`config.mk`:
```
export PLATFORM = sky130hd
export DESIGN_NAME = qmsc_merge
export DESIGN_NICKNAME = d
export VERILOG_FILES = /design/src/rtl/qmsc_pkg.sv /design/src/rtl/qmsc_merge.sv
export SDC_FILE = /design/constraint.sdc
export NUM_CORES = 1
export LEC_CHECK = 0
export ABC_CLOCK_PERIOD_IN_PS = 1100
export BUFFER_PORTS_ARGS = -buffer_cell sky130_fd_sc_hd__buf_2
export CORE_ASPECT_RATIO = 1.5
export CORE_MARGIN = 5
export CORE_UTILIZATION = 40
export DETAILED_ROUTE_END_ITERATION = 6
export PLACE_DENSITY = 0.85
export SLEW_MARGIN = 5
export SYNTH_ARGS = -nofsm -noshare
export SYNTH_HDL_FRONTEND = slang
export SYNTH_SLANG_ARGS = --single-unit
```
`constraint.sdc`:
```
create_clock -name clk_i -period 1.1 [get_ports clk_i]
set_input_delay 0.11 -clock clk_i [delete_from_list [all_inputs] [get_ports clk_i]]
set_output_delay 0.11 -clock clk_i [all_outputs]
set_load 0.005 [all_outputs]
```
`src/rtl/qmsc_pkg.sv`:
```
// Package for the quad multisample coverage block: payload words, edge record,
// register indexes, sizing constants and width helpers. No dependencies.
`timescale 1ns / 1ps

package qmsc_pkg;

  localparam int CoordBitsDefault = 10;
  localparam int NumEdges   = 3;
  localparam int NumPixels  = 4;
  localparam int NumSamples = 3;
  localparam int CoefW      = 24;
  localparam int ConstW     = 48;
  localparam int OffW       = 4;
  localparam int OffRegW    = 24;
  localparam int CfgAddrW   = 5;
  localparam int CfgDataW   = 32;
  // Offset plus one pixel step in twelfths fits in five bits (at most 27).
  localparam int PosW       = 5;
  // Width of a*pos + b*pos for the in-pixel sample position.
  localparam int OffSumW    = CoefW + PosW + 3;

  localparam logic [OffW-1:0] CentreOff = 4'd6;
  localparam logic [1:0]      RepCentre = 2'd3;

  typedef enum logic [2:0] {
    RegMsEnable = 3'd0,
    RegPix0Off  = 3'd1,
    RegPix1Off  = 3'd2,
    RegPix2Off  = 3'd3,
    RegPix3Off  = 3'd4
  } reg_idx_e;

  typedef struct packed {
    logic        [9:0]        quad_x;
    logic        [9:0]        quad_y;
    logic signed [CoefW-1:0]  edge0_a;
    logic signed [CoefW-1:0]  edge0_b;
    logic signed [ConstW-1:0] edge0_c;
    logic signed [CoefW-1:0]  edge1_a;
    logic signed [CoefW-1:0]  edge1_b;
    logic signed [ConstW-1:0] edge1_c;
    logic signed [CoefW-1:0]  edge2_a;
    logic signed [CoefW-1:0]  edge2_b;
    logic signed [ConstW-1:0] edge2_c;
  } in_word_t;

  typedef struct packed {
    logic [9:0]  out_quad_x;
    logic [9:0]  out_quad_y;
    logic [11:0] coverage_mask;
    logic [3:0]  pixel_covered;
    logic [1:0]  rep_sample_p0;
    logic [1:0]  rep_sample_p1;
    logic [1:0]  rep_sample_p2;
    logic [1:0]  rep_sample_p3;
  } out_word_t;

  typedef struct packed {
    logic signed [CoefW-1:0]  a;
    logic signed [CoefW-1:0]  b;
    logic signed [ConstW-1:0] c;
  } edge_t;

  // Width of a coefficient times a quad origin in twelfths.
  function automatic int prod_width(int coord_bits);
    return CoefW + coord_bits + 5;
  endfunction

  // Width of the full edge value, with headroom for the sums.
  function automatic int edge_width(int coord_bits);
    int pw;
    pw = prod_width(coord_bits);
    return ((pw > ConstW) ? pw : ConstW) + 3;
  endfunction

  function automatic edge_t get_edge(in_word_t w, logic [1:0] k);
    edge_t e;
    case (k)
      2'd0: e = '{a: w.edge0_a, b: w.edge0_b, c: w.edge0_c};
      2'd1: e = '{a: w.edge1_a, b: w.edge1_b, c: w.edge1_c};
      default: e = '{a: w.edge2_a, b: w.edge2_b, c: w.edge2_c};
    endcase
    return e;
  endfunction

endpackage

```
`src/rtl/qmsc_merge.sv`:
```
// Merge stage: folds the four lane coverage results into the mask, the
// per-pixel flags and the representative samples. Uses qmsc_pkg.
`timescale 1ns / 1ps

module qmsc_merge (
  input  logic                clk_i,
  input  logic                rst_ni,
  input  logic                valid_i,
  input  logic [9:0]          quad_x_i,
  input  logic [9:0]          quad_y_i,
  input  logic [11:0]         mask_i,
  output logic                done_o,
  output qmsc_pkg::out_word_t out_word_o
);
  import qmsc_pkg::*;

  logic      done_q;
  out_word_t out_q, out_d;
  logic [1:0] rep [NumPixels];
  logic [NumPixels-1:0] pcov;

  always_comb begin
    for (int p = 0; p < NumPixels; p++) begin
      logic [NumSamples-1:0] c;
      c = mask_i[3*p +: NumSamples];
      pcov[p] = |c;
      if (&c) begin
        rep[p] = RepCentre;
      end else if (c[0]) begin
        rep[p] = 2'd0;
      end else if (c[1]) begin
        rep[p] = 2'd1;
      end else if (c[2]) begin
        rep[p] = 2'd2;
      end else begin
        rep[p] = RepCentre;
      end
    end
    out_d = '{out_quad_x: quad_x_i, out_quad_y: quad_y_i, coverage_mask: mask_i,
              pixel_covered: pcov, rep_sample_p0: rep[0], rep_sample_p1: rep[1],
              rep_sample_p2: rep[2], rep_sample_p3: rep[3]};
  end

  always_ff @(posedge clk_i or negedge rst_ni) begin
    if (!rst_ni) begin
      done_q <= 1'b0;
    end else begin
      done_q <= valid_i;
    end
  end

  always_ff @(posedge clk_i) begin
    out_q <= out_d;
  end

  assign done_o     = done_q;
  assign out_word_o = out_q;

endmodule

```
Word level (Yosys, flattened, before mapping)
Cells that the tools add are included.
{"block": "word_totals", "ff_bits": 45, "word_cells": 29, "output_inout_bits": 45, "in_bits": 35}
{"block": "classes", "muxes": 12, "reduce_logical": 8}
{"operator": "$mux W2", "n": 8}
{"operator": "$reduce_and A3 Y1", "n": 4}
{"operator": "$reduce_or A3 Y1", "n": 4}
{"operator": "$mux W1", "n": 4}

Depth between registers and ports, before layout
{"block": "depth", "word_depth": 3, "mapped_depth": 2, "mapped_depth_nobuf": 2}

Worst setup path after synthesis
No wires, ideal clock.
{"block": "synth_path", "kind": "input port to flip-flop", "startpoint": "in mask_i[7]", "endpoint": "reg out_q, in the netlist out_word_o[10]", "t_required_ns": 0.973, "t_arrival_ns": 0.451, "path_slack_ns": 0.522, "setup_ns": 0.127, "path_stages": 1, "n_path_buf": 0, "path_cell_list": "or3_1"}
{"block": "synth_between", "elab_chain_len": 1}
{"element": "start: declaration", "line_no": "qmsc_merge.sv:11", "text": "input logic [11:0] mask_i,"}
{"element": "$reduce_or A3 Y1", "line_no": "qmsc_merge.sv:26", "text": "pcov[p] = |c;"}
{"element": "end signal: assignment", "line_no": "qmsc_merge.sv:53", "text": "out_q <= out_d;"}
{"element": "end: declaration", "line_no": "qmsc_merge.sv:18", "text": "out_word_t out_q, out_d;"}
No other way between the ends.
A chain may end at the register's enable or synchronous reset.

Worst setup path after layout
{"block": "layout_path", "startpoint": "reg done_q (netlist: done_o)", "endpoint": "out done_o"}
{"element": "start: declaration", "line_no": "qmsc_merge.sv:17", "text": "logic done_q;"}
{"element": "start signal: assignment", "line_no": "qmsc_merge.sv:48", "text": "done_q <= valid_i;"}
{"element": "end: declaration", "line_no": "qmsc_merge.sv:12", "text": "output logic done_o,"}
No word-level cell between the ends.

==> impl_metrics.json <==
{
  "hold_viol": 0,
  "post-route-min-period_ns": 0.945,
  "synth_warnings": 0,
  "coreArea_sq_um": 2450,
  "place.gp.congestion": 0.777,
  "crit_slowest_cell": "dfrtp_1",
  "tns_ns": 0,
  "synth.avg_cell_area_sq_um": 15.8,
  "crit_path_cell_trace": "buf_2",
  "final_cell_count_no_fill": 210,
  "critPathMaxStageDelay_ns": 0.38,
  "firstDrtPassIters": 4,
  "most-common-layout-cells": "79 x buf_2, 44 x dfxtp_1, 34 x dlygate4sd3_1",
  "groute.usage.overall_pct": 17.9,
  "power.leakage_nw": 0.934,
  "synth_mux_area_share_pct": 3.90,
  "grt_setup_unrepaired": "no",
  "wl_per_cell_um": 14.9,
  "post_synth_and_or_nand_nor_area_fraction_pct": 4.39,
  "h-tree-depth": 2,
  "buffer_ports.inserted": 79,
  "grt_pass1_wl_um": 4730,
  "tritoncts_num_sinks": 45,
  "initial_core_util_pct": 41.9,
  "ir_drop_uv": 1290,
  "top_level_ports": 80,
  "postCtsResizedCells": 0,
  "antenna_found_initial": 0,
  "ys_seq_area_share_pct": 88.3,
  "synth_seq_cells": 45,
  "critPathMaxFanout": 1,
  "synth_area_sq_um": 1030,
  "first_global_vias": 1032,
  "die_x_um": 51.4,
  "synth_instances": 65,
  "synth-adder-area-share_pct": 0,
  "grt-ovfl-total": 0,
  "maxCapViolations": 0,
  "fp.dieArea_sq_um": 3700,
  "outcome": "finished, final reports clean",
  "postLayoutCellArea_sq_um": 1860,
  "family_with_the_most_delay_on_the_worst_path": "flip-flops",
  "place_hpwl_um": 1820,
  "yosys.area_share.xor_xnor_pct": 0,
  "final_layout_size_suffix_gt1_share_pct": 46.8,
  "drt.antenna.violating_nets": 0,
  "critical_path_buf_inv_count": 1,
  "synth_top_family_by_area": "simple AND/OR/NAND/NOR gates",
  "power-per-cell-area_nw_per_um2": 1550,
  "worst-endpoint-required_ns": 0.99,
  "cts.clk_slew.worst_paths_ns": 0.12,
  "syn2layout_area_growth_pct": 81.5,
  "die-height_um": 72.0,
  "endpoint_kind": "output port",
  "viasPerCell": 4.46,
  "row_count": 22,
  "maximum_number_of_pins_on_one_net_before_global_route_repair": 14,
  "sum_of_routed_wire_length_over_all_layers_um": 3130,
  "synth_nets": 100,
  "dp.cells": 168,
  "worstSetupPathDepth": 1,
  "mostFrequentLayoutCell": "buf_2",
  "diodes": 0,
  "transition_time_at_the_pin_with_the_least_slew_margin_ns": 0.142,
  "detail_route.iter0.violations": 9,
  "postCtsSetupBuffers": 0,
  "synth-compound-area-share_pct": 1.95,
  "maxClockFrequency_ghz": 1.06,
  "worstPathArrival_ns": 0.84,
  "finalMaxSlewViolations": 0,
  "finalNetCount": 220,
  "synth.lib_cells_used.distinct": 7,
  "layout_worst_path_cycle_share_pct": 85.9,
  "ctsRootBufferMaster": "clkbuf_4",
  "remaining_drc_errors": 0,
  "clock_tree.buffer_depth": 2,
  "cts_made_buffers": 5,
  "route.vias.total": 936,
  "timing.slew.headroom_pct": 90.3,
  "report.final.setup_viol": 0,
  "placement.cell_area_sq_um": 1450,
  "cts_tree": "done",
  "timing.setup.critical_path_class": "reg -> out",
  "setup.worst_path.start_class": "register",
  "holdCritPathClass": "in -> async"
}
==> power breakdown <==
group | leakage (nW) | switching [mW] | internal (mW)
Clock | 0.0413 | 0.470 | 0.371
Combinational | 0.510 | 0.113 | 0.194
Sequential | 0.382 | 0.0227 | 1.72
Total | 0.934 | 0.605 | 2.29
==> cell families after synthesis <==
group	count (synthesis)
AO/OA/AOI/OAI	4
buffers and inverters	4
flip-flops	45
multiplexers	4
AND/OR/NAND/NOR	8
==> cells in the mapped netlist <==
| cell type | instances | area share (%) |
|---|---|---|
| dfrtp_1 | 1 | 2.4 |
| dfxtp_1 | 44 | 86 |
| inv_1 | 4 | 1.5 |
| mux2i_1 | 4 | 3.9 |
| nand3_1 | 4 | 2.0 |
| o21ai_0 | 4 | 2.0 |
| or3_1 | 4 | 2.4 |
==> state kept, by name (all words and copies together), names as in the netlist <==
name / count
out_word_o: 44
done_o: 1
==> metal layers <==
layer / track usage [%] / up-vias / wire length [um]
li1: - / 449 / -
met1: 14.0 / 425 / 960
met2: 35.6 / 50 / 1850
met3: 3.49 / 12 / 161
met4: 14.3 / 0 / 150
met5: 0 / - / 0
==> worst paths after layout <==
check,startpoint,endpoint,slack [ns]
max,done_o,done_o,0.15
min,rst_ni,done_o,0.1
max in group asynchronous,rst_ni,done_o,0.92
min in group clk_i,quad_y_i[7],out_word_o[31],0.41
==> per-stage QoR <==
step / hold slack [ns] / util (%) / worst slack, ns / total power [mW]
6_report: 0.0966 / 76.0 / 0.155 / 2.89
5_1_grt: 0.0905 / 76.0 / 0.125 / 3.02
4_1_cts: 0.0703 / 76.0 / 0.139 / 2.91
3_5_place_dp: -0.111 / 59.2 / 0.364 / 1.99
3_3_place_gp: -0.116 / 59.2 / 0.394 / 1.98
2_1_floorplan: -0.186 / - / 0.522 / 1.82
==> final cells by class <==
cell class                 instances  area, sq um
sequential                        45          906
tap                               24         30.0
fill                             164          588
clock buffer                       7         65.1
timing repair buffer             113          736
inverter                           4         15.0
clock inverter                     1         5.00
multi-input combinational         16          105
==> timing repair <==
action / 4_1_cts / 5_1_grt
setup endpoints to repair: 0 / 0
endpoints found under the hold margin: 44 / 0
hold buffers: 34 / 0
Power figures use the tool's default switching activity.
