<file path="src/rtl/qmsc_pkg.sv">
// Package for the quad multisample coverage block: payload words, edge record,
// register indexes, sizing constants and width helpers. No dependencies.
`timescale 1ns / 1ps

package qmsc_pkg;

  localparam int CoordBitsDefault = 10;
  localparam int NumEdges   = 3;
  localparam int NumPixels  = 4;
  localparam int NumSamples = 3;
  localparam int CoefW      = 24;
  localparam int ConstW     = 48;
  localparam int OffW       = 4;
  localparam int OffRegW    = 24;
  localparam int CfgAddrW   = 5;
  localparam int CfgDataW   = 32;
  // Offset plus one pixel step in twelfths fits in five bits (at most 27).
  localparam int PosW       = 5;
  // Width of a*pos + b*pos for the in-pixel sample position.
  localparam int OffSumW    = CoefW + PosW + 3;

  localparam logic [OffW-1:0] CentreOff = 4'd6;
  localparam logic [1:0]      RepCentre = 2'd3;

  typedef enum logic [2:0] {
    RegMsEnable = 3'd0,
    RegPix0Off  = 3'd1,
    RegPix1Off  = 3'd2,
    RegPix2Off  = 3'd3,
    RegPix3Off  = 3'd4
  } reg_idx_e;

  typedef struct packed {
    logic        [9:0]        quad_x;
    logic        [9:0]        quad_y;
    logic signed [CoefW-1:0]  edge0_a;
    logic signed [CoefW-1:0]  edge0_b;
    logic signed [ConstW-1:0] edge0_c;
    logic signed [CoefW-1:0]  edge1_a;
    logic signed [CoefW-1:0]  edge1_b;
    logic signed [ConstW-1:0] edge1_c;
    logic signed [CoefW-1:0]  edge2_a;
    logic signed [CoefW-1:0]  edge2_b;
    logic signed [ConstW-1:0] edge2_c;
  } in_word_t;

  typedef struct packed {
    logic [9:0]  out_quad_x;
    logic [9:0]  out_quad_y;
    logic [11:0] coverage_mask;
    logic [3:0]  pixel_covered;
    logic [1:0]  rep_sample_p0;
    logic [1:0]  rep_sample_p1;
    logic [1:0]  rep_sample_p2;
    logic [1:0]  rep_sample_p3;
  } out_word_t;

  typedef struct packed {
    logic signed [CoefW-1:0]  a;
    logic signed [CoefW-1:0]  b;
    logic signed [ConstW-1:0] c;
  } edge_t;

  // Width of a coefficient times a quad origin in twelfths.
  function automatic int prod_width(int coord_bits);
    return CoefW + coord_bits + 5;
  endfunction

  // Width of the full edge value, with headroom for the sums.
  function automatic int edge_width(int coord_bits);
    int pw;
    pw = prod_width(coord_bits);
    return ((pw > ConstW) ? pw : ConstW) + 3;
  endfunction

  function automatic edge_t get_edge(in_word_t w, logic [1:0] k);
    edge_t e;
    case (k)
      2'd0: e = '{a: w.edge0_a, b: w.edge0_b, c: w.edge0_c};
      2'd1: e = '{a: w.edge1_a, b: w.edge1_b, c: w.edge1_c};
      default: e = '{a: w.edge2_a, b: w.edge2_b, c: w.edge2_c};
    endcase
    return e;
  endfunction

endpackage

</file>
<file path="src/rtl/qmsc_edge_setup.sv">
// Per-edge setup: evaluates each edge equation at the quad origin in twelfths
// of a pixel over two stages, plus the top-left tie flag. Uses qmsc_pkg.
`timescale 1ns / 1ps

module qmsc_edge_setup #(
  parameter int COORD_BITS = qmsc_pkg::CoordBitsDefault
) (
  input  logic                    clk_i,
  input  logic [COORD_BITS-1:0]   qx_i,
  input  logic [COORD_BITS-1:0]   qy_i,
  input  qmsc_pkg::edge_t         edges_i [qmsc_pkg::NumEdges],
  output logic signed [qmsc_pkg::edge_width(COORD_BITS)-1:0] base_o [qmsc_pkg::NumEdges],
  output logic [qmsc_pkg::NumEdges-1:0] tl_o
);
  import qmsc_pkg::*;

  localparam int PW = prod_width(COORD_BITS);
  localparam int EW = edge_width(COORD_BITS);
  localparam int QW = COORD_BITS + 4;

  logic [QW-1:0] qx12, qy12;
  logic signed [PW-1:0]     pa_q [NumEdges];
  logic signed [PW-1:0]     pb_q [NumEdges];
  logic signed [ConstW-1:0] c_q  [NumEdges];
  logic signed [CoefW-1:0]  a_q  [NumEdges];
  logic signed [CoefW-1:0]  b_q  [NumEdges];
  logic signed [EW-1:0]     base_q [NumEdges];
  logic [NumEdges-1:0]      tl_q;

  // Twelve times the origin as 8x + 4x.
  assign qx12 = QW'({qx_i, 3'b000}) + QW'({qx_i, 2'b00});
  assign qy12 = QW'({qy_i, 3'b000}) + QW'({qy_i, 2'b00});

  always_ff @(posedge clk_i) begin
    for (int k = 0; k < NumEdges; k++) begin
      pa_q[k] <= PW'(edges_i[k].a) * PW'($signed({1'b0, qx12}));
      pb_q[k] <= PW'(edges_i[k].b) * PW'($signed({1'b0, qy12}));
      c_q[k]  <= edges_i[k].c;
      a_q[k]  <= edges_i[k].a;
      b_q[k]  <= edges_i[k].b;
    end
  end

  always_ff @(posedge clk_i) begin
    for (int k = 0; k < NumEdges; k++) begin
      base_q[k] <= EW'(pa_q[k]) + EW'(pb_q[k]) + EW'(c_q[k]);
      // A zero edge value counts as inside on a top or left edge.
      tl_q[k]   <= (b_q[k] > 0) || ((b_q[k] == 0) && (a_q[k] > 0));
    end
  end

  assign base_o = base_q;
  assign tl_o   = tl_q;

endmodule

</file>
<file path="config.mk">
export PLATFORM = sky130hd
export DESIGN_NAME = qmsc_edge_setup
export DESIGN_NICKNAME = d
export VERILOG_FILES = /design/src/rtl/qmsc_pkg.sv /design/src/rtl/qmsc_edge_setup.sv
export SDC_FILE = /design/constraint.sdc
export NUM_CORES = 2
export LEC_CHECK = 0
export ABC_AREA = 1
export BUFFER_PORTS_ARGS = -buffer_cell sky130_fd_sc_hd__buf_4
export CORE_ASPECT_RATIO = 1.1
export CORE_MARGIN = 5
export CORE_UTILIZATION = 35
export DETAILED_ROUTE_END_ITERATION = 10
export PLACE_DENSITY = 0.6
export SYNTH_ARGS = -nofsm -noshare
export SYNTH_HDL_FRONTEND = slang
export SYNTH_SLANG_ARGS = --single-unit
export TNS_END_PERCENT = 50
</file>
<file path="constraint.sdc">
create_clock -name clk_i -period 18.8 [get_ports clk_i]
set_clock_uncertainty 0.05 [all_clocks]
set_input_delay 0.94 -clock clk_i [delete_from_list [all_inputs] [get_ports clk_i]]
set_output_delay 0.94 -clock clk_i [all_outputs]
set_load 0.1 [all_outputs]
</file>
# == Yosys cells after proc, flatten, opt, wreduce, memory -nomap -nowiden ==
# Memory sizes are Yosys's and may differ from the RTL's.
# Cells that the tools add are included.
# W data, S select, Z words.
# word_totals
romBits,0
mem_bits_rw,522
ff_bits,156
latchBits,0
memories,5
# op_classes
shifts,0
bitwise,0
multipliers,6
eq_ne,0
div_mod_pow,0
n_reduce_logical,9
n_mux,0
addsub,8
magnitude_cmp,6
# mem_list
name,depth,width,read_ports,rd_ports_with_merged_regs,write_ports,line,rtl
c_q,3,48,3,0,3,qmsc_edge_setup.sv:24,logic signed [ConstW-1:0] c_q [NumEdges];
pa_q,3,39,3,0,3,qmsc_edge_setup.sv:22,logic signed [PW-1:0] pa_q [NumEdges];
pb_q,3,39,3,0,3,qmsc_edge_setup.sv:23,logic signed [PW-1:0] pb_q [NumEdges];
a_q,3,24,3,0,3,qmsc_edge_setup.sv:25,logic signed [CoefW-1:0] a_q [NumEdges];
b_q,3,24,3,0,3,qmsc_edge_setup.sv:26,logic signed [CoefW-1:0] b_q [NumEdges];
# op_table
cell,n
$mul A24 B15 Y39,6
$add A40 B48 Y49,3
$gt A24 B1 Y1 const B,6
$add A39 B39 Y40,3
$logic_not A32 Y1,3
$add A13 B12 Y14,2
$logic_and A1 B1 Y1,3
$logic_or A1 B1 Y1,3

# == Depth between registers and ports, before layout ==
# depth
depth_word,3
depth_mapped,34
depth_no_buf,32

# == Worst setup path before layout ==
# OpenSTA, ideal clock, no wires.
# synth_path
kind,input to register
start,in qx_i[0]
end,mem pa_q[0][36] (netlist name)
t_arrival_ns,6.492
required_time_ns,18.638
path_slack_ns,12.145
path_stages,31
cell_sequence,ha_1 > fa_1 > nand3_1 > nand2_1 > nand2_1 > nand2_1 > a21oi_1 > or2_1 > buf_4 > buf_2 > nand3_1 > fa_1 > inv_1 > fa_1 > fa_1 > fa_1 > inv_1 > fa_1 > inv_1 > ha_1 > ha_1 > nand2_1 > inv_1 > a21oi_1 > inv_1 > nand2_1 > nand2_1 > a21oi_1 > nand2_1 > nand2_1 > nand2_1
# synth_lines
element,line,rtl
"start, declared",qmsc_edge_setup.sv:9,"input logic [COORD_BITS-1:0] qx_i,"
"end, declared",qmsc_edge_setup.sv:22,

==> metrics.cfg <==
[critical_path]
crit_fanout=52
slowest_stage=nand2_2
path_class=input port to flop
cp-end-kind=flop
crit_required_ns=19.36
arrival_ns=8.45
critPathLaunchType=input port
cp_slowest_stage_delay_ns=0.74

[timing]
finalCriticalPeriod_ns=7.89
setup_tns_ns=0
post-route-period-util_pct=42.0
clock.fmax_mhz=127
hold_viol=0
maxSlewViolCount=0
rsz0062_at_grt=no
finalSetupViolCount=0
tightestPinTransition_ns=1.23
relSlewSlack_pct=17.7

[routing]
routedWlPerCell_um=19.0
drc=0
avgViaCountPerCell=4.76
drt-total-wl_mm=305
num_vias=76402
dr.pass1.iters=6
drt_iter0_drc=4730
antenna_left=0

[cells_and_area]
areaGrowthSynthToFinish_pct=10.6
drive_gt1_share_pct=5.84
final_common_cell=nand2_1
final_cell_mix=3473 x nand2_1, 2861 x inv_1, 1689 x fa_1, 837 x ha_1, 809 x nor2_1
fillers=28099
fin_util_pct=38.8
final_net_count=15258

[floorplanning]
dieArea_um2=281000
dieWidth_um=506
core_um2=270000
start_util_pct=35.1
io_pins=465
num_rows=200
die_h_um=555

[clock_network]
clockBufferDepth=3
cts.htree.levels=3
ctsResizeCount=0
clk_latency_ns=0.76
holdBufCountCts=0
tritoncts=yes
clk_pin_slew_ns=0.07
clockRootBuffer=clkbuf_16
postCtsSetupBuffers=0
cts_sinks=660
cts_buffers=87

[global_routing]
antenna_found_initial=58
grt_start_max_net_pins=73
grt_overflow=0
grt_pass1_wl_mm=472
grt_pass1_vias=79664
grtUsageTotal_pct=21.8

[placed_design]
portBuffers=464
place_congestion=0.966
place_hpwl_mm=249

[synth]
synth_seq_cells=660
synth-seq-area-share_pct=14.0
syn_area_per_cell_um2=7.77
ys_types=35
synthesis.area_um2=94600
syn-num-nets=15010
yosysWarnings=0
syn_inst=12171

[status]
status=completed

[job]
maxCapViolations=0

[hold_path]
hold_path.class=input port to flop

## synthesized netlist by cell type (all sizes together)
| cell | number | area share (%) |
|---|---|---|
| nand2 | 3489 | 14 |
| nor3 | 63 | 0.33 |
| or2 | 12 | 0.079 |
| and3 | 2 | 0.013 |
| a21o | 13 | 0.10 |
| a21boi | 3 | 0.024 |
| nand3 | 561 | 3.1 |
| and2 | 3 | 0.020 |
| nor4 | 34 | 0.22 |
| o21bai | 29 | 0.23 |
| inv | 2874 | 11 |
| xnor2 | 27 | 0.25 |
| o211ai | 4 | 0.032 |
| fa | 1691 | 36 |
| o21ai | 138 | 0.73 |
| nor2 | 809 | 3.2 |
| o21a | 8 | 0.063 |
| nand3b | 6 | 0.048 |
| nand4 | 99 | 0.65 |
| dfxtp | 660 | 14 |
| clkbuf | 215 | 0.86 |
| ha | 839 | 11 |
| buf | 127 | 0.72 |
| a31oi | 7 | 0.046 |
| xor2 | 168 | 1.6 |
| nor3b | 1 | 0.0079 |
| a21oi | 289 | 1.5 |
## logic make-up (layout without fill, tap and decap cells)
logic type / Yosys count / count (layout) / share of synthesized area, %
AND/OR/NAND/NOR: 5079 / 5079 / 21.6
other: 0 / 42 / 0
XOR/XNOR: 195 / 195 / 1.81
buffers and inverters: 3216 / 3534 / 13.0
adder cells (fa/ha/maj): 2530 / 2530 / 46.9
flip-flops: 660 / 660 / 14.0
AO/OA/AOI/OAI: 491 / 491 / 2.76
## final cells by class
type	instances	area, um2	share of cell area [%]
multi-input cells	8295	69200	66.1
flip-flops and latches	660	13200	12.6
inverters	2874	10800	10.3
well taps	3535	4420	4.23
repair buffers	501	3760	3.59
clock buffers	110	2410	2.31
clock inverters	49	767	0.733
diodes	42	105	0.100
## path summary, 6_finish.rpt
check	from	to	slack, ns	cells after the start
worst max-delay path	qx_i[0]	pa_q[0][70]	10.91	27
worst min-delay path	edges_i[32]	c_q[0][128]	0.24	1
worst max register to register	pb_q[0][38]	base_o[143]	15.48	9
worst min register to register	c_q[0][1]	base_o[103]	0.27	0
## flip-flops by register name (all words and copies together), names as in the netlist
signal	cells
pa_q	111
tl_o	3
a_q	72
c_q	144
b_q	72
base_o	147
pb_q	111
## routing by layer
| metal | vias to the layer above | share of wire [%] | track usage (%) |
|---|---|---|---|
| li1 | 36317 | - | - |
| met1 | 37367 | 42 | 27.6 |
| met2 | 2187 | 48 | 37.1 |
| met3 | 507 | 5.8 | 3.10 |
| met4 | 24 | 4.7 | 9.16 |
| met5 | - | 0.050 | 0 |
## stage by stage
step	instances	setup slack, ns	hold slack (ns)	instance area, um2
after CTS	16024	10.95	0.152	105000
after global placement	15865	10.26	0.260	101000
final	16066	10.91	0.243	105000
after global routing	16051	10.47	0.175	105000
after floorplan	12171	12.15	0.260	94600
after detailed placement	15865	10.20	0.263	101000
## worst max-delay path: cells and delay by family
family,cells,cell delay (ns)
compound gates,1,0.18
fa+ha+maj,9,3.79
buf+inv,4,0.92
simple gates,13,2.57
Power is left out: the tool's default activity adds up to more than one toggle a clock period on the data nets, which glitch-free logic cannot reach.
